===== src/hdl/dlr_pkg.sv =====
// ============================================================================
// dlr_pkg - shared definitions for the DDA line rasterizer
// Default sizes, the item kind code and the step engine state type.
// ============================================================================
package dlr_pkg;

    // Default coordinate width, fraction width and command queue depth.
    localparam int COORD_BITS_DEF  = 10;
    localparam int FRAC_BITS_DEF   = 16;
    localparam int QUEUE_DEPTH_DEF = 4;

    // Kind of an input beat, carried on s_tuser.
    typedef enum logic {
        KIND_START = 1'b0,
        KIND_STEP  = 1'b1
    } kind_t;

    // Step engine states.
    typedef enum logic {
        BK_RUN    = 1'b0,
        BK_DIVIDE = 1'b1
    } back_state_t;

endpackage


===== src/hdl/dlr_front.sv =====
// ============================================================================
// dlr_front - input stage of the line rasterizer
// Accepts input beats and turns start beats into line commands: absolute
// deltas, direction signs and the step count.
// ============================================================================
module dlr_front
    import dlr_pkg::*;
#(
    parameter int COORD_BITS = COORD_BITS_DEF,
    localparam int CMD_W     = 3 + 5 * COORD_BITS
) (
    input  logic                    s_tvalid,
    output logic                    s_tready,
    input  logic [4*COORD_BITS-1:0] s_coords,   // x_start, y_start, x_end, y_end
    input  logic                    s_tuser,    // kind
    output logic                    push_valid,
    input  logic                    push_ready,
    output logic [CMD_W-1:0]        push_data
);

    typedef struct packed {
        kind_t                  kind;
        logic                   neg_x;
        logic                   neg_y;
        logic [COORD_BITS-1:0]  x_start;
        logic [COORD_BITS-1:0]  y_start;
        logic [COORD_BITS-1:0]  mag_x;
        logic [COORD_BITS-1:0]  mag_y;
        logic [COORD_BITS-1:0]  steps;
    } cmd_t;

    logic [COORD_BITS-1:0] xs, ys, xe, ye;
    logic [COORD_BITS-1:0] mag_x, mag_y;
    logic                  neg_x, neg_y;
    cmd_t                  cmd;

    assign xs = s_coords[COORD_BITS-1:0];
    assign ys = s_coords[2*COORD_BITS-1:COORD_BITS];
    assign xe = s_coords[3*COORD_BITS-1:2*COORD_BITS];
    assign ye = s_coords[4*COORD_BITS-1:3*COORD_BITS];

    assign neg_x = xe < xs;
    assign neg_y = ye < ys;
    assign mag_x = neg_x ? (xs - xe) : (xe - xs);
    assign mag_y = neg_y ? (ys - ye) : (ye - ys);

    always_comb begin
        cmd.kind    = kind_t'(s_tuser);
        cmd.neg_x   = neg_x;
        cmd.neg_y   = neg_y;
        cmd.x_start = xs;
        cmd.y_start = ys;
        cmd.mag_x   = mag_x;
        cmd.mag_y   = mag_y;
        cmd.steps   = (mag_x > mag_y) ? mag_x : mag_y;
    end

    assign push_valid = s_tvalid;
    assign s_tready   = push_ready;
    assign push_data  = cmd;

endmodule


===== src/hdl/dlr_queue.sv =====
// ============================================================================
// dlr_queue - command queue between the input stage and the step engine
// A small register queue with a fill count.
// ============================================================================
module dlr_queue
    import dlr_pkg::*;
#(
    parameter int WIDTH = 3 + 5 * COORD_BITS_DEF,
    parameter int DEPTH = QUEUE_DEPTH_DEF
) (
    input  logic             aclk,
    input  logic             aresetn,
    input  logic             in_valid,
    output logic             in_ready,
    input  logic [WIDTH-1:0] in_data,
    output logic             out_valid,
    input  logic             out_ready,
    output logic [WIDTH-1:0] out_data
);

    localparam int PW = $clog2(DEPTH);
    localparam int CW = $clog2(DEPTH + 1);

    logic [WIDTH-1:0] entry_reg [DEPTH];
    logic [PW-1:0]    wr_ptr_reg, wr_ptr_next;
    logic [PW-1:0]    rd_ptr_reg, rd_ptr_next;
    logic [CW-1:0]    count_reg, count_next;
    logic             push, pop;

    assign in_ready  = count_reg != CW'(DEPTH);
    assign out_valid = count_reg != '0;
    assign out_data  = entry_reg[rd_ptr_reg];
    assign push      = in_valid && in_ready;
    assign pop       = out_valid && out_ready;

    always_comb begin
        wr_ptr_next = wr_ptr_reg;
        rd_ptr_next = rd_ptr_reg;
        count_next  = count_reg;
        if (push) begin
            wr_ptr_next = (wr_ptr_reg == PW'(DEPTH - 1)) ? '0 : wr_ptr_reg + PW'(1);
        end
        if (pop) begin
            rd_ptr_next = (rd_ptr_reg == PW'(DEPTH - 1)) ? '0 : rd_ptr_reg + PW'(1);
        end
        if (push && !pop) begin
            count_next = count_reg + CW'(1);
        end else if (pop && !push) begin
            count_next = count_reg - CW'(1);
        end
    end

    always_ff @(posedge aclk) begin
        if (!aresetn) begin
            wr_ptr_reg <= '0;
            rd_ptr_reg <= '0;
            count_reg  <= '0;
        end else begin
            wr_ptr_reg <= wr_ptr_next;
            rd_ptr_reg <= rd_ptr_next;
            count_reg  <= count_next;
        end
    end

    always_ff @(posedge aclk) begin
        if (push) begin
            entry_reg[wr_ptr_reg] <= in_data;
        end
    end

endmodule


===== src/hdl/dlr_div.sv =====
// ============================================================================
// dlr_div - increment divider for the line rasterizer
// Two restoring dividers sharing one counter, one quotient bit per cycle,
// giving sign * floor((mag << FRAC_BITS) / steps) for x and y.
// ============================================================================
module dlr_div
    import dlr_pkg::*;
#(
    parameter int COORD_BITS = COORD_BITS_DEF,
    parameter int FRAC_BITS  = FRAC_BITS_DEF,
    localparam int ACC_W     = COORD_BITS + FRAC_BITS + 1
) (
    input  logic                  aclk,
    input  logic                  aresetn,
    input  logic                  start,
    input  logic [COORD_BITS-1:0] mag_x,
    input  logic [COORD_BITS-1:0] mag_y,
    input  logic                  neg_x,
    input  logic                  neg_y,
    input  logic [COORD_BITS-1:0] steps,
    output logic                  done,
    output logic [ACC_W-1:0]      inc_x,
    output logic [ACC_W-1:0]      inc_y
);

    localparam int QW = FRAC_BITS + 1;
    localparam int RW = COORD_BITS + 1;
    localparam int CW = $clog2(FRAC_BITS + 1);

    logic [RW-1:0]         rem_x_reg, rem_x_next, rem_y_reg, rem_y_next;
    logic [QW-1:0]         quo_x_reg, quo_x_next, quo_y_reg, quo_y_next;
    logic [CW-1:0]         cnt_reg, cnt_next;
    logic                  busy_reg, busy_next;
    logic                  done_reg, done_next;
    logic                  neg_x_reg, neg_y_reg;
    logic [COORD_BITS-1:0] den_reg;
    logic                  ge_x, ge_y;
    logic [RW-1:0]         sub_x, sub_y, sel_x, sel_y;
    logic [ACC_W-1:0]      ext_x, ext_y;

    // The remainder stays below twice the divisor, so one compare and
    // subtract per quotient bit is enough.
    assign ge_x  = rem_x_reg >= {1'b0, den_reg};
    assign ge_y  = rem_y_reg >= {1'b0, den_reg};
    assign sub_x = rem_x_reg - {1'b0, den_reg};
    assign sub_y = rem_y_reg - {1'b0, den_reg};
    assign sel_x = ge_x ? sub_x : rem_x_reg;
    assign sel_y = ge_y ? sub_y : rem_y_reg;

    always_comb begin
        rem_x_next = rem_x_reg;
        rem_y_next = rem_y_reg;
        quo_x_next = quo_x_reg;
        quo_y_next = quo_y_reg;
        cnt_next   = cnt_reg;
        busy_next  = busy_reg;
        done_next  = 1'b0;
        if (start) begin
            rem_x_next = {1'b0, mag_x};
            rem_y_next = {1'b0, mag_y};
            quo_x_next = '0;
            quo_y_next = '0;
            cnt_next   = CW'(FRAC_BITS);
            busy_next  = 1'b1;
        end else if (busy_reg) begin
            rem_x_next = {sel_x[COORD_BITS-1:0], 1'b0};
            rem_y_next = {sel_y[COORD_BITS-1:0], 1'b0};
            quo_x_next = {quo_x_reg[QW-2:0], ge_x};
            quo_y_next = {quo_y_reg[QW-2:0], ge_y};
            if (cnt_reg == '0) begin
                busy_next = 1'b0;
                done_next = 1'b1;
            end else begin
                cnt_next = cnt_reg - CW'(1);
            end
        end
    end

    always_ff @(posedge aclk) begin
        if (!aresetn) begin
            busy_reg <= 1'b0;
            done_reg <= 1'b0;
        end else begin
            busy_reg <= busy_next;
            done_reg <= done_next;
        end
    end

    always_ff @(posedge aclk) begin
        rem_x_reg <= rem_x_next;
        rem_y_reg <= rem_y_next;
        quo_x_reg <= quo_x_next;
        quo_y_reg <= quo_y_next;
        cnt_reg   <= cnt_next;
        if (start) begin
            neg_x_reg <= neg_x;
            neg_y_reg <= neg_y;
            den_reg   <= steps;
        end
    end

    assign ext_x = {{(ACC_W - QW){1'b0}}, quo_x_reg};
    assign ext_y = {{(ACC_W - QW){1'b0}}, quo_y_reg};
    assign inc_x = neg_x_reg ? (ACC_W'(0) - ext_x) : ext_x;
    assign inc_y = neg_y_reg ? (ACC_W'(0) - ext_y) : ext_y;
    assign done  = done_reg;

endmodule


===== src/hdl/dlr_back.sv =====
// ============================================================================
// dlr_back - step engine of the line rasterizer
// Pops commands, holds the accumulators and increments, runs the divider on
// line setup and drives the registered output beat.
// ============================================================================
module dlr_back
    import dlr_pkg::*;
#(
    parameter int COORD_BITS = COORD_BITS_DEF,
    parameter int FRAC_BITS  = FRAC_BITS_DEF,
    localparam int CMD_W     = 3 + 5 * COORD_BITS
) (
    input  logic                  aclk,
    input  logic                  aresetn,
    input  logic                  q_valid,
    output logic                  q_ready,
    input  logic [CMD_W-1:0]      q_data,
    output logic                  m_tvalid,
    input  logic                  m_tready,
    output logic [COORD_BITS-1:0] pixel_x,
    output logic [COORD_BITS-1:0] pixel_y,
    output logic                  pixel_valid,
    output logic                  is_last
);

    localparam int ACC_W = COORD_BITS + FRAC_BITS + 1;

    typedef struct packed {
        kind_t                  kind;
        logic                   neg_x;
        logic                   neg_y;
        logic [COORD_BITS-1:0]  x_start;
        logic [COORD_BITS-1:0]  y_start;
        logic [COORD_BITS-1:0]  mag_x;
        logic [COORD_BITS-1:0]  mag_y;
        logic [COORD_BITS-1:0]  steps;
    } cmd_t;

    back_state_t           state_reg, state_next;
    cmd_t                  cmd;
    logic                  out_free, pop, div_start, div_done, long_line;
    logic [ACC_W-1:0]      div_inc_x, div_inc_y;

    // Accumulators carry a built-in half LSB so the pixel is a plain slice.
    logic [ACC_W-1:0]      acc_x_reg, acc_x_next, acc_y_reg, acc_y_next;
    logic [ACC_W-1:0]      inc_x_reg, inc_x_next, inc_y_reg, inc_y_next;
    logic [ACC_W-1:0]      sum_x, sum_y;
    logic [COORD_BITS-1:0] left_reg, left_next;
    logic                  active_reg, active_next;
    logic                  out_valid_reg, out_valid_next;
    logic [COORD_BITS-1:0] px_reg, px_next, py_reg, py_next;
    logic                  pv_reg, pv_next, last_reg, last_next;

    assign cmd       = cmd_t'(q_data);
    assign out_free  = !out_valid_reg || m_tready;
    assign long_line = cmd.steps != '0;
    assign sum_x     = acc_x_reg + inc_x_reg;
    assign sum_y     = acc_y_reg + inc_y_reg;

    dlr_div #(
        .COORD_BITS (COORD_BITS),
        .FRAC_BITS  (FRAC_BITS)
    ) u_div (
        .aclk    (aclk),
        .aresetn (aresetn),
        .start   (div_start),
        .mag_x   (cmd.mag_x),
        .mag_y   (cmd.mag_y),
        .neg_x   (cmd.neg_x),
        .neg_y   (cmd.neg_y),
        .steps   (cmd.steps),
        .done    (div_done),
        .inc_x   (div_inc_x),
        .inc_y   (div_inc_y)
    );

    // Next state.
    always_comb begin
        state_next = state_reg;
        unique case (state_reg)
            BK_RUN: begin
                if (pop && (cmd.kind == KIND_START) && long_line) begin
                    state_next = BK_DIVIDE;
                end
            end
            BK_DIVIDE: begin
                if (div_done) begin
                    state_next = BK_RUN;
                end
            end
            default: state_next = BK_RUN;
        endcase
    end

    // State outputs.
    always_comb begin
        pop       = 1'b0;
        div_start = 1'b0;
        unique case (state_reg)
            BK_RUN: begin
                pop       = q_valid && out_free;
                div_start = pop && (cmd.kind == KIND_START) && long_line;
            end
            BK_DIVIDE: begin
                pop       = 1'b0;
                div_start = 1'b0;
            end
            default: begin
                pop       = 1'b0;
                div_start = 1'b0;
            end
        endcase
    end

    // Datapath.
    always_comb begin
        acc_x_next     = acc_x_reg;
        acc_y_next     = acc_y_reg;
        inc_x_next     = inc_x_reg;
        inc_y_next     = inc_y_reg;
        left_next      = left_reg;
        active_next    = active_reg;
        px_next        = px_reg;
        py_next        = py_reg;
        pv_next        = pv_reg;
        last_next      = last_reg;
        out_valid_next = out_valid_reg && !m_tready;
        if (div_done) begin
            inc_x_next = div_inc_x;
            inc_y_next = div_inc_y;
        end
        if (pop) begin
            out_valid_next = 1'b1;
            unique case (cmd.kind)
                KIND_START: begin
                    acc_x_next  = {1'b0, cmd.x_start, 1'b1, {(FRAC_BITS - 1){1'b0}}};
                    acc_y_next  = {1'b0, cmd.y_start, 1'b1, {(FRAC_BITS - 1){1'b0}}};
                    inc_x_next  = '0;
                    inc_y_next  = '0;
                    left_next   = cmd.steps;
                    active_next = long_line;
                    px_next     = cmd.x_start;
                    py_next     = cmd.y_start;
                    pv_next     = 1'b1;
                    last_next   = !long_line;
                end
                KIND_STEP: begin
                    if (active_reg) begin
                        acc_x_next  = sum_x;
                        acc_y_next  = sum_y;
                        left_next   = left_reg - COORD_BITS'(1);
                        active_next = left_reg != COORD_BITS'(1);
                        px_next     = sum_x[FRAC_BITS+COORD_BITS-1:FRAC_BITS];
                        py_next     = sum_y[FRAC_BITS+COORD_BITS-1:FRAC_BITS];
                        pv_next     = 1'b1;
                        last_next   = left_reg == COORD_BITS'(1);
                    end else begin
                        px_next   = '0;
                        py_next   = '0;
                        pv_next   = 1'b0;
                        last_next = 1'b0;
                    end
                end
                default: begin
                    pv_next = 1'b0;
                end
            endcase
        end
    end

    always_ff @(posedge aclk) begin
        if (!aresetn) begin
            state_reg     <= BK_RUN;
            acc_x_reg     <= '0;
            acc_y_reg     <= '0;
            inc_x_reg     <= '0;
            inc_y_reg     <= '0;
            left_reg      <= '0;
            active_reg    <= 1'b0;
            out_valid_reg <= 1'b0;
        end else begin
            state_reg     <= state_next;
            acc_x_reg     <= acc_x_next;
            acc_y_reg     <= acc_y_next;
            inc_x_reg     <= inc_x_next;
            inc_y_reg     <= inc_y_next;
            left_reg      <= left_next;
            active_reg    <= active_next;
            out_valid_reg <= out_valid_next;
        end
    end

    always_ff @(posedge aclk) begin
        px_reg   <= px_next;
        py_reg   <= py_next;
        pv_reg   <= pv_next;
        last_reg <= last_next;
    end

    assign q_ready     = pop;
    assign m_tvalid    = out_valid_reg;
    assign pixel_x     = px_reg;
    assign pixel_y     = py_reg;
    assign pixel_valid = pv_reg;
    assign is_last     = last_reg;

endmodule


===== src/hdl/dda_line_rasterizer_unit.sv =====
// ============================================================================
// dda_line_rasterizer_unit - DDA line rasterizer, top level
// Turns start and step beats into one pixel beat each, walking a line in
// fixed point from its start point to its end point.
// ============================================================================
// Send a start beat (s_tuser low) with both endpoints to begin a line; it
// returns the start pixel at once. Each step beat (s_tuser high) then returns
// the next pixel, and the pixel that reaches the end of the line comes with
// m_tlast high. A step beat with no line in progress returns a beat with
// m_tuser low and zero data. Equal endpoints give a single pixel with m_tlast
// high. Every input beat gives exactly one output beat, in order. Step beats
// flow at one per clock unless stalled by the receiver or a division. A start
// beat with distinct endpoints holds the step engine while the divider forms
// the x and y increments one quotient bit per clock; meanwhile the input side
// keeps taking beats into a QUEUE_DEPTH entry command queue. Coordinates step
// in signed fixed point with FRAC_BITS fraction bits, increments truncated
// toward zero, and every pixel is the accumulator rounded half up, so the
// last pixel may fall short of the end point when FRAC_BITS is small.
// ============================================================================
module dda_line_rasterizer_unit
    import dlr_pkg::*;
#(
    parameter int COORD_BITS  = COORD_BITS_DEF,
    parameter int FRAC_BITS   = FRAC_BITS_DEF,
    parameter int QUEUE_DEPTH = QUEUE_DEPTH_DEF,
    localparam int S_DATA_W   = ((4 * COORD_BITS + 7) / 8) * 8,
    localparam int M_DATA_W   = ((2 * COORD_BITS + 7) / 8) * 8
) (
    input  logic                aclk,
    input  logic                aresetn,
    // Input beats.
    input  logic                s_tvalid,
    output logic                s_tready,
    input  logic [S_DATA_W-1:0] s_tdata,   // x_start, y_start, x_end, y_end, zero fill
    input  logic                s_tuser,   // kind: low starts a line, high steps
    // Pixel beats.
    output logic                m_tvalid,
    input  logic                m_tready,
    output logic [M_DATA_W-1:0] m_tdata,   // pixel_x, pixel_y, zero fill
    output logic                m_tuser,   // pixel_valid
    output logic                m_tlast    // is_last
);

    localparam int CMD_W = 3 + 5 * COORD_BITS;

    logic                  push_valid, push_ready;
    logic [CMD_W-1:0]      push_data;
    logic                  q_valid, q_ready;
    logic [CMD_W-1:0]      q_data;
    logic [COORD_BITS-1:0] pixel_x, pixel_y;

    // The input stage classifies each beat and precomputes the line deltas.
    dlr_front #(
        .COORD_BITS (COORD_BITS)
    ) u_front (
        .s_tvalid   (s_tvalid),
        .s_tready   (s_tready),
        .s_coords   (s_tdata[4*COORD_BITS-1:0]),
        .s_tuser    (s_tuser),
        .push_valid (push_valid),
        .push_ready (push_ready),
        .push_data  (push_data)
    );

    // The queue lets the input side keep accepting while the engine divides.
    dlr_queue #(
        .WIDTH (CMD_W),
        .DEPTH (QUEUE_DEPTH)
    ) u_queue (
        .aclk      (aclk),
        .aresetn   (aresetn),
        .in_valid  (push_valid),
        .in_ready  (push_ready),
        .in_data   (push_data),
        .out_valid (q_valid),
        .out_ready (q_ready),
        .out_data  (q_data)
    );

    // The step engine owns all line state and the registered output beat.
    dlr_back #(
        .COORD_BITS (COORD_BITS),
        .FRAC_BITS  (FRAC_BITS)
    ) u_back (
        .aclk        (aclk),
        .aresetn     (aresetn),
        .q_valid     (q_valid),
        .q_ready     (q_ready),
        .q_data      (q_data),
        .m_tvalid    (m_tvalid),
        .m_tready    (m_tready),
        .pixel_x     (pixel_x),
        .pixel_y     (pixel_y),
        .pixel_valid (m_tuser),
        .is_last     (m_tlast)
    );

    assign m_tdata = M_DATA_W'({pixel_y, pixel_x});

    // A beat without a pixel never ends a line.
    a_no_pixel_no_last: assert property (
        @(posedge aclk) disable iff (!aresetn)
        (m_tvalid && !m_tuser) |-> !m_tlast
    ) else $error("beat without a pixel carries tlast");

    // A beat without a pixel carries zero coordinates.
    a_no_pixel_zero_data: assert property (
        @(posedge aclk) disable iff (!aresetn)
        (m_tvalid && !m_tuser) |-> (m_tdata == '0)
    ) else $error("beat without a pixel carries nonzero data");

    // Back-pressure on the input only comes from a queue holding commands.
    a_stall_means_queued: assert property (
        @(posedge aclk) disable iff (!aresetn)
        !s_tready |-> q_valid
    ) else $error("input stalled with an empty command queue");

endmodule


===== config.mk =====
export PLATFORM = sky130hd
export DESIGN_NAME = dda_line_rasterizer_unit
export DESIGN_NICKNAME = d
export VERILOG_FILES = /design/src/hdl/dlr_pkg.sv /design/src/hdl/dlr_front.sv /design/src/hdl/dlr_queue.sv /design/src/hdl/dlr_div.sv /design/src/hdl/dlr_back.sv /design/src/hdl/dda_line_rasterizer_unit.sv
export SDC_FILE = /design/constraint.sdc
export NUM_CORES = 1
export LEC_CHECK = 0
export BUFFER_PORTS_ARGS = -buffer_cell sky130_fd_sc_hd__buf_2
export CAP_MARGIN = 0
export CORE_MARGIN = 4
export CORE_UTILIZATION = 45
export CTS_BUF_LIST = sky130_fd_sc_hd__clkbuf_4
export DETAILED_ROUTE_END_ITERATION = 10
export PLACE_DENSITY = 0.67
export SYNTH_ARGS = -nofsm -noshare
export SYNTH_HDL_FRONTEND = slang
export SYNTH_SLANG_ARGS = --single-unit
export TNS_END_PERCENT = 20

===== constraint.sdc =====
create_clock -name aclk -period 8.5 [get_ports aclk]
set_input_delay 0.85 -clock aclk [delete_from_list [all_inputs] [get_ports aclk]]
set_output_delay 0.85 -clock aclk [all_outputs]
set_load 0.005 [all_outputs]

Word level (Yosys, flattened, before mapping)
Memory sizes are Yosys's and may differ from the RTL's. A register that Yosys moved wholly into a read port is not among the register bits. Index checks and enable logic that the tools add are counted.

Add/subtract/negate cells: 16. $lt $le $gt $ge: 5. Equal/unequal tests: 6. Multiplexer cells: 51. Bitwise operators: 5. Reduce and logical (&&, ||, !) cells: 24.

Operator list (number): two-way mux 27 bit (10); two-way mux 10 bit (12); case mux 27 bit (2 select lines) (2); case mux 10 bit (2 select lines) (3); subtractor 10 bit (6); adder 27 bit (2); subtractor 1 x 17 -> 18 bit, first input constant (2); >= comparator 11 x 10 -> 1 bit (2); less-than comparator 10 bit (2); two-way mux 1 bit (12); case mux 1 bit (2 select lines) (6); == test 10 x 1 -> 1 bit, second input constant (1); > comparator 10 bit (1); logical AND 1 bit (10); inequality test 10 x 1 -> 1 bit, second input constant (1); nonzero test 10 bit (1); subtractor 10 x 1 -> 10 bit, second input constant (1); two-way mux 2 bit (4); two-way mux 3 bit (2); logical NOT 1 bit (5); logical NOT 5 bit (1); NOT 1 bit (5); subtractor 5 x 1 -> 5 bit, second input constant (1); adder 2 x 1 -> 2 bit, second input constant (2); other kinds (10) (13).

Bits in registers: 225. Bits in writable memories: 212. Input bits: 45. Output and inout port bits: 28. Logic and storage cells: 135. Memories kept: 1.

Memory list: u_queue.entry_reg (words 4, bits a word 53, rd ports 1, clocked after Yosys merged registers in 1, write ports 1, line dlr_queue.sv:24) `logic [WIDTH-1:0] entry_reg [DEPTH];`.

Longest topological paths before layout
Gate-level depths: netlist of the first run.

Word-level depth: 8. Mapped depth: 23. Mapped depth without buffers: 21.

Modules after synthesis
From an unflattened synthesis of the first run, not the netlist that was laid out.

Cell total of the unflattened synthesis: 2044. Area total of the unflattened synthesis: 23151.0 µm².

Modules (own cells, without submodules): dlr_back (times used 1, cells an instance 928, area an instance 8125.3 µm²); dlr_queue (times used 1, cells an instance 328, area an instance 8117.8 µm²); dlr_div (times used 1, cells an instance 490, area an instance 4660.7 µm²); dlr_front (times used 1, cells an instance 293, area an instance 2213.4 µm²); dda_line_rasterizer_unit (times used 1, cells an instance 5, area an instance 33.8 µm²).

Worst setup path before layout of the first run
OpenSTA, ideal clock, no wires.

Kind: input-to-reg. Start point: in s_tdata[20]. End point: mem u_queue.entry_reg[0][3] in the netlist's numbering, data pin. Arrival time: 4.749 ns. Data required time: 8.234 ns. Path slack: 3.484 ns. Stages on the path: 21. Path through: inv_1 > ha_1 > inv_1 > fa_1 > a21oi_1 > o211ai_1 > o41ai_1 > nor2b_1 > o21ai_1 > nand2b_1 > buf_2 > mux2i_1 > xnor2_1 > ha_1 > a21o_1 > a21o_1 > a21oi_1 > nor2_1 > o21ai_0 > clkbuf_1 > mux2_2.

Word-level cells in the longest chain between the ends: 4. Elaborated cells on any way between the ends: 6.

RTL lines: from (decl) (line dda_line_rasterizer_unit.sv:34) `input logic [S_DATA_W-1:0] s_tdata,`; subtractor 10 bit or less-than comparator 10 bit (tied branches) (line dlr_front.sv:44, dlr_front.sv:42); two-way mux 10 bit (*) (line dlr_front.sv:44) `assign mag_x = neg_x ? (xs - xe) : (xe - xs);`; named net push_data[23] (line dda_line_rasterizer_unit.sv:47) `logic [CMD_W-1:0] push_data;`; > comparator 10 bit (line dlr_front.sv:55) `cmd.steps = (mag_x > mag_y) ? mag_x : mag_y;`; two-way mux 10 bit (*) (line dlr_front.sv:55); named net push_data[3] (line dda_line_rasterizer_unit.sv:47); to (decl) (line dlr_queue.sv:24).

Mark *: on every way through the listed nets, which the timed path passes. The rest lies on a longest branch.

Worst setup path in the final report of the first run
Start point: in s_tdata[1]. End point: mem u_queue.entry_reg[1][5] in the netlist's numbering, data pin.

Word-level cells in the longest chain between the ends: 4. Elaborated cells on any way between the ends: 6.

RTL lines (line): subtractor 10 bit or less-than comparator 10 bit (tied branches) (dlr_front.sv:44, dlr_front.sv:42); two-way mux 10 bit (*) (dlr_front.sv:44); named net push_data[29] (dda_line_rasterizer_unit.sv:47); > comparator 10 bit (*) (dlr_front.sv:55); two-way mux 10 bit (*) (dlr_front.sv:55); named net push_data[5] (dda_line_rasterizer_unit.sv:47).

Marks and branches as above.

==> flow_summary.toml, run 1 <==
[status]
status = "finished, final reports clean"

[floorplanning]
dieWidth_um = 230
dieArea_mm2 = 0.0531
initial_core_util_pct = 45.5
rows = 81
io_pins = 73
die_h_um = 230
core-area_mm2 = 0.0490

[place]
dp_hpwl_um = 32800
portBuffers = 68
dpl_cell_area_mm2 = 0.0232
dp_cells = 2628
place_ws_ps = 2470
globalplace.congestion = 0.861

[routing]
num_vias = 15388
via_per_inst = 5.43
drc = 0
first_pass_iters = 5
drtIter0Drc = 953
antenna_left = 0
wl_per_cell_um = 17.3
routed_wl_um = 49100

[grt]
gr-total-overflow = 0
grt_pass1_vias = 15138
grt_pass1_wl_um = 79000
antenna_found_initial = 1
grt_max_degree = 86
grtUsageTotal_pct = 18.4

[power]
power_frac_seq_pct = 37.6
pwr-share-comb_pct = 40.0
powerDensity_mw_per_mm2 = 326
swShare_pct = 38.0
leakagePower_uw = 0.00979
pwr-share-clk_pct = 22.4
internal_power_uw = 4990
vdd_drop_max_mv = 0.198
switching_power_uw = 3050

[yosys]
yosysTopAreaCell = "edfxtp_1"
synth_edf_count = 266
async_flop_share_pct = 0
yosysWarnings = 0
synth_top_area_share_pct = 35.9
syn_area_per_cell_um2 = 11.3
ys_ff_latch = 435
yosys_most_used_dff = "edfxtp_1"
syn_area_mm2 = 0.0223
yosysMostFrequentCell = "edfxtp_1"
synth_seq_area_share_pct = 51.1
synth_top_cells_by_count = "266 x edfxtp_1, 169 x dfxtp_1, 163 x nor2_1, 129 x ha_1, 123 x a21oi_1"
synth.distinct_cells = 76
netlist_instances = 1967
synthTopCellsByArea = "edfxtp_1 36%, dfxtp_1 15%, ha_1 7.3%"

[sta]
tightest_slew_ps = 1110
period_share_pct = 61.0
setup_ws_ps = 3310
relSlewSlack_pct = 26.3
timing_hold_violations_final = 0
finalSetupViolCount = 0
fin_setup_tns_ps = 0
fmax_mhz = 193
finClkSkew_ps = 64.7
slew_violations = 0
worst_hold_slack_ps = 215
post-route-min-period_ps = 5190
rsz0062_at_grt = "false"

[finish]
nets = 2259
synthToLayoutAreaGrowth_pct = 11.0
largest_register_ffs = 212
final_layout_size_suffix_gt1_share_pct = 16.7
finalInstanceArea_mm2 = 0.0247
fin_cells = 2833

[critical_path]
critPathRequiredTime_ps = 9120
crit_type = "input port to flop"
endpoint_kind = "flop"
crit_fanout = 7
worstSetupStartpointType = "input port"
critPathArrivalTime_ps = 5810
r2r_slack_ps = 4330

[clocking]
clkSlewWorstSetupHoldPaths_ps = 60
cts_setup_buffers = 0
clockBufferDepth = 3
cts_tree = "built"
ctsResizeCount = 0
cts.sinks = 435
cts_buffers = 109
clock_latency_ps = 900
hold_buffers = 0
htreeDepth = 3
root_buffer = "clkbuf_4"

[job]
drv_cap = 0

[min_path]
holdCritPathClass = "input port to flop"
routing by layer:
| layer | GRT usage [%] | wire length, um |
|---|---|---|
| met5 | 0 | 0 |
| met4 | 5.37 | 965 |
| met3 | 4.00 | 2450 |
| met2 | 29.8 | 23100 |
| met1 | 24.9 | 22600 |
layout make-up:
type | instances | area (um^2)
flip-flops and latches | 435 | 11400
well taps | 664 | 831
repair buffers | 89 | 498
clock inverters | 40 | 251
multi-input cells | 1332 | 10100
fillers | 4288 | 24300
diodes | 4 | 10.0
clock buffers | 160 | 1200
inverters | 109 | 409
cells in the final DEF (no fill, tap or decap), types with 52 or more instances in the layout:
cell,instances
edfxtp_1,266
dfxtp_1,165
nor2_1,162
clkbuf_4,160
ha_1,129
a21oi_1,123
inv_1,107
nand2_1,97
o21ai_0,90
mux2i_1,72
buf_2,68
xor2_1,57
a21o_1,52
worst max-delay path: stages:
cell and delay (ps):
buf_2 180, inv_1 110, ha_1 310, a21o_1 200
a21o_1 200, a21o_1 190, a31o_2 250, a41oi_1 270
mux2_2 360, a221oi_1 780, ha_1 380, nand4_1 120
nor2_1 70, o21ai_0 70, nand3b_1 90, o21ai_0 680
buf_4 300, mux2_2 380
cell families (layout without fill, tap and decap cells):
family	count (synthesis)	in the layout	synth area share, %
xor+xnor	105	105	4.13
other cells	1	8	0.0168
compound gates	471	471	13.9
simple gates	475	475	10.2
fa+ha+maj	138	138	8.06
flops	435	435	51.1
mux	139	139	8.95
buf+inv	203	398	3.60
per-stage QoR:
stage / total power (uW) / util, %
2_1_floorplan: 5380 / -
3_3_place_gp: 6170 / 47.5
3_5_place_dp: 6270 / 47.5
4_1_cts: 8100 / 50.4
5_1_grt: 8630 / 50.4
6_report: 8040 / 50.5
worst paths after layout:
check / from / endpoint / cells past startpoint
hold / removal: s_tuser / u_queue.entry_reg[2][52] / 1
setup / recovery: s_tdata[1] / u_queue.entry_reg[1][5] / 18
setup reg to reg: flop / u_back.u_div.rem_y_reg[8] / 7
hold reg to reg: u_back.u_div.cnt_reg[4] / u_back.u_div.done / 1
power by group through the flow:
stage / Sequential [uW] / Combinational (uW) / Clock [uW]
after floorplan: 2970 / 2410 / 0
after global placement: 3060 / 3110 / 0
after detailed placement: 3070 / 3200 / 0
after CTS: 3030 / 3210 / 1860
after global routing: 3070 / 3580 / 1980
final: 3030 / 3210 / 1800
Note: power is estimated with default switching activity, not from simulation.
==> inputs of run 2 (changes only) <==
Clock period 8.5 ns to 4.9 ns, I/O delays scaled along.
==> run 2 against run 1 <==
Setup slack got worse by 2900 ps. Largest power group unchanged. Clock skew fell by 24 ps. Combinational power rose by 75%. Non-clock buffer count rose by 39. Worst hold slack got worse by 28 ps. Flip-flop and latch count did not move. Largest cell class unchanged. Critical path depth rose by 5. Global-route usage rose by 0.52 points. Critical path type unchanged.
==> flow_summary.toml, run 2 (synthesis gave the netlist of run 1 again) <==
[finish]
mostFrequentLayoutCell = "edfxtp_1"
nets = 2299
largest_register_ffs = 212
final_layout_size_suffix_gt1_share_pct = 17.4
fin_util_pct = 51.2
fin_cells = 2874
synthToLayoutAreaGrowth_pct = 12.7
layout_common_cells = "266 x edfxtp_1, 165 x dfxtp_1, 163 x clkbuf_4"

[routing]
first_pass_iters = 5
routed_wl_um = 50500
drtIter0Drc = 743
drc = 0
antenna_left = 0
num_vias = 15675
via_per_inst = 5.45
wl_per_cell_um = 17.6

[power]
power_frac_seq_pct = 37.6
internal_power_uw = 8780
pwr-share-comb_pct = 40.0
pwr-share-clk_pct = 22.4
powerDensity_mw_per_mm2 = 560
vdd_drop_max_mv = 0.233
swShare_pct = 37.5
leakagePower_uw = 0.00998
switching_power_uw = 5270

[clocking]
clockBufferDepth = 3
clkSlewWorstSetupHoldPaths_ps = 70
root_buffer = "clkbuf_4"
clock_latency_ps = 850
cts_buffers = 110
htreeDepth = 3
cts.sinks = 435
cts_tree = "built"

[sta]
period_share_pct = 91.6
finalSetupViolCount = 0
post-route-min-period_ps = 4490
setup_ws_ps = 412
fmax_mhz = 223
finClkSkew_ps = 40.8
timing_hold_violations_final = 0
rsz0062_at_grt = "false"
slew_violations = 0
tightest_slew_ps = 872
fin_setup_tns_ps = 0
relSlewSlack_pct = 41.7

[grt]
grtUsageTotal_pct = 18.9
grt_max_degree = 54
antenna_found_initial = 2
grt_pass1_vias = 15620
gr-total-overflow = 0
grt_pass1_wl_um = 81100

[floorplanning]
initial_core_util_pct = 45.5
dieWidth_um = 230
io_pins = 73
die_h_um = 230
rows = 81
dieArea_mm2 = 0.0531
core-area_mm2 = 0.0490

[status]
status = "finished, final reports clean"

[critical_path]
critPathRequiredTime_ps = 5460
crit_fanout = 12
worstSetupStartpointType = "input port"
endpoint_kind = "flop"
critPathArrivalTime_ps = 5050
crit_type = "input port to flop"

[place]
portBuffers = 68
dp_cells = 2646
place_ws_ps = 40.3
globalplace.congestion = 0.858
dp_hpwl_um = 34500

[min_path]
holdCritPathClass = "input port to flop"

[job]
drv_cap = 0
run 2: area by class of cell:
cell class / instances / area [um^2]
Clock buffer: 163 / 1220
Antenna cell: 3 / 7.51
Multi-Input combinational cell: 1332 / 10100
Sequential cell: 435 / 11400
Fill cell: 4327 / 23900
Timing Repair Buffer: 128 / 846
Clock inverter: 40 / 259
Tap cell: 664 / 831
Inverter: 109 / 409
run 2: critical path, stage by stage:
cell and delay (ps):
dlygate4sd3_1 530, buf_2 160, inv_1 60, ha_1 160
inv_1 60, fa_1 390, a21o_1 170, a21oi_1 180
o21bai_1 90, a21oi_1 200, nor2_1 70, a211oi_1 270
nor3b_1 90, a311oi_1 360, inv_1 210, ha_1 350
nand4_1 130, nor2_1 80, o21ai_0 100, nand3b_1 90
o21ai_0 160, buf_4 230, mux2_2 390
run 2: power by group through the flow:
stage	sequential, uW	combinational (uW)	clock, uW
after floorplan	5150	4170	0
after global placement	5340	5470	0
after detailed placement	5360	5590	0
after CTS	5290	5630	3240
after global routing	5360	6240	3470
final	5280	5610	3150
run 2: path summary, 6_finish.rpt:
check / startpoint / endpoint / slack, ps / depth (start not counted)
setup / recovery: s_tdata[0] / u_queue.entry_reg[3][9] / 410 / 23
hold / removal: s_tvalid / u_queue.wr_ptr_reg[0] / 190 / 4
setup reg to reg: u_back.inc_x_reg[0] / u_back.pixel_x[6] / 1430 / 11
hold reg to reg: u_back.u_div.cnt_reg[4] / u_back.u_div.done / 440 / 1
run 2: through the flow:
step | instance area [um^2] | hold slack, ps | total power (uW)
final | 25100 | 187 | 14000
after detailed placement | 23400 | 435 | 11000
after global placement | 23400 | 428 | 10800
after global routing | 25100 | 153 | 15100
after floorplan | 22300 | 421 | 9320
after CTS | 25100 | 117 | 14200
run 2: per-layer routing:
metal	share of wire, %	GRT usage (%)	vias to the layer above
met5	0	0	-
met2	49	32.1	384
met1	44	24.3	7581
met3	4.8	3.90	97
li1	-	-	7613
met4	2.3	6.01	0
run 2: timing repair:
action                     CTS  global route
gates resized for setup      0             1
hold endpoints to repair    85             0
buffers inserted             0             0
setup endpoints to repair    0            25
hold buffers                22             0
==> inputs of run 3 (changes only) <==
Settings changed: CORE_UTILIZATION 45 to 50, PLACE_DENSITY 0.67 to 0.72.
==> run 3 against run 2 <==
Setup slack got worse by 53 ps. Sequential share of layout area is 0.43 points higher. Die area is 9.7% lower. Combinational power hardly changed. Register-to-register slack got worse by 220 ps. Via count grew 0.21%. Critical endpoint is now u_queue.entry_reg[2][3]. Highest routed layer unchanged.
==> flow_summary.toml, run 3 (synthesis gave the netlist of run 1 again) <==
[finish]
nets = 2293
layout_common_cells = "266 x edfxtp_1, 165 x dfxtp_1, 162 x nor2_1"
synthToLayoutAreaGrowth_pct = 11.6
final_layout_size_suffix_gt1_share_pct = 16.9
fin_util_pct = 56.3
mostFrequentLayoutCell = "edfxtp_1"
largest_register_ffs = 212

[sta]
fin_setup_tns_ps = 0
period_share_pct = 92.7
finalSetupViolCount = 0
post-route-min-period_ps = 4540
relSlewSlack_pct = 29.7
timing_hold_violations_final = 0
slew_violations = 0
fmax_mhz = 220
tightest_slew_ps = 1050
rsz0062_at_grt = "false"
finClkSkew_ps = 47.8

[clocking]
clkSlewWorstSetupHoldPaths_ps = 60
cts_tree = "built"
htreeDepth = 3
root_buffer = "clkbuf_4"
clock_latency_ps = 860
clockBufferDepth = 3
cts_buffers = 108
cts.sinks = 435
ctsResizeCount = 0

[floorplanning]
die_h_um = 219
core-area_mm2 = 0.0441
io_pins = 73
dieWidth_um = 219
rows = 77
dieArea_mm2 = 0.0480
initial_core_util_pct = 50.4

[place]
portBuffers = 68
dp_hpwl_um = 33800
globalplace.congestion = 0.908

[critical_path]
cp_slowest_cell = "dlygate4sd3_1"
critPathRequiredTime_ps = 5460
crit_chain = "dlygate4sd3_1 -> buf_2 -> ha_1 -> inv_1 -> fa_1 -> a21oi_1 -> o211ai_1 -> o41ai_1 -> nor2b_1 -> o21ai_1 -> nand2b_1 -> mux2i_1 -> xnor2_1 -> inv_1 -> ha_1 -> a21oi_1 -> nor2b_1 -> o21ai_0 -> nand3b_1 -> o21ai_0 -> buf_4 -> mux2_2"
slowest_delay_ps = 520
r2r_cells = 6
cp.depth = 22
r2r-end = "u_back.acc_y_reg[23]"
path_buf_inv = 5
endpoint_kind = "flop"
worstSetupStartpointType = "input port"
cp-endpoint = "u_queue.entry_reg[2][3]"
crit_type = "input port to flop"
r2r_slack_ps = 1210
critical-path-top-delay-family = "compound AO/OA/AOI/OAI gates"
crit_start = "s_tdata[0]"
crit_fanout = 12
critPathArrivalTime_ps = 5100

[grt]
grt_max_degree = 82
gr-total-overflow = 0
grtUsageTotal_pct = 21.2
antenna_found_initial = 2
grt_pass1_wl_um = 81600
grt_pass1_vias = 15785

[min_path]
holdCritPathClass = "input port to flop"

[routing]
routed_wl_um = 50800
antenna_left = 0
drc = 0
first_pass_iters = 7
num_vias = 15708
wl_per_cell_um = 18.2
drtIter0Drc = 1097
via_per_inst = 5.64

[job]
drv_cap = 0

[power]
powerDensity_mw_per_mm2 = 559
vdd_drop_max_mv = 0.281
leakagePower_uw = 0.00989

[status]
status = "finished, final reports clean"
run 3: per-layer routing:
layer  track usage (%)  routed length (um)  up-vias
met1              27.7               22300     7572
met2              35.4               24400      441
met3              4.90                2950       94
li1                  -                   -     7601
met5                 0                   0        -
met4              6.53                1130        0
run 3: worst min path at each step:
stage | startpoint | endpoint | cells past startpoint
floorplan | u_back.u_div.cnt_reg[4] | u_back.u_div.done | 1
global placement | u_back.u_div.cnt_reg[4] | u_back.u_div.done | 1
detailed placement | u_back.u_div.cnt_reg[4] | u_back.u_div.done | 1
CTS | s_tvalid | u_queue.wr_ptr_reg[0] | 4
finish | s_tvalid | u_queue.wr_ptr_reg[0] | 4
global route | s_tvalid | u_queue.wr_ptr_reg[0] | 4
run 3: per-stage QoR:
stage                     cell area [um^2]  std cells  hold slack, ps  setup WS, ps  total power [uW]
after floorplan                      22300       1970             421           244              9320
after global placement               23300       2570             429           130             10700
after detailed placement             23300       2570             435          30.0             10900
after CTS                            24800       2781             117           453             14000
after global routing                 24800       2786             133          97.0             14900
final                                24800       2786             187           359             13900
run 3: area by class of cell:
type	count	area, um^2
Clock inverter	30	164
Inverter	109	409
Antenna cell	5	12.5
Tap cell	592	741
Multi-Input combinational cell	1332	10100
Clock buffer	159	1190
Sequential cell	435	11400
Fill cell	3755	19300
Timing Repair Buffer	124	816
run 3: repair_timing:
action / CTS / global route
setup buffers: 0 / 0
endpoints found under the hold margin: 85 / 0
hold buffers: 22 / 0
run 3: power breakdown:
group | switching (uW) | total, uW | internal, uW
clock | 1460 | 3000 | 1530
combinational | 3390 | 5620 | 2230
sequential | 434 | 5280 | 4850
total | 5280 | 13900 | 8620
run 3: worst register-to-register path: cells and delay by family, from the launching register on:
family,cells,cell delay [ps]
DFF,1,580
AOI/OAI and AO/OA,2,820
muxes,1,430
and+or+nand+nor,3,1770
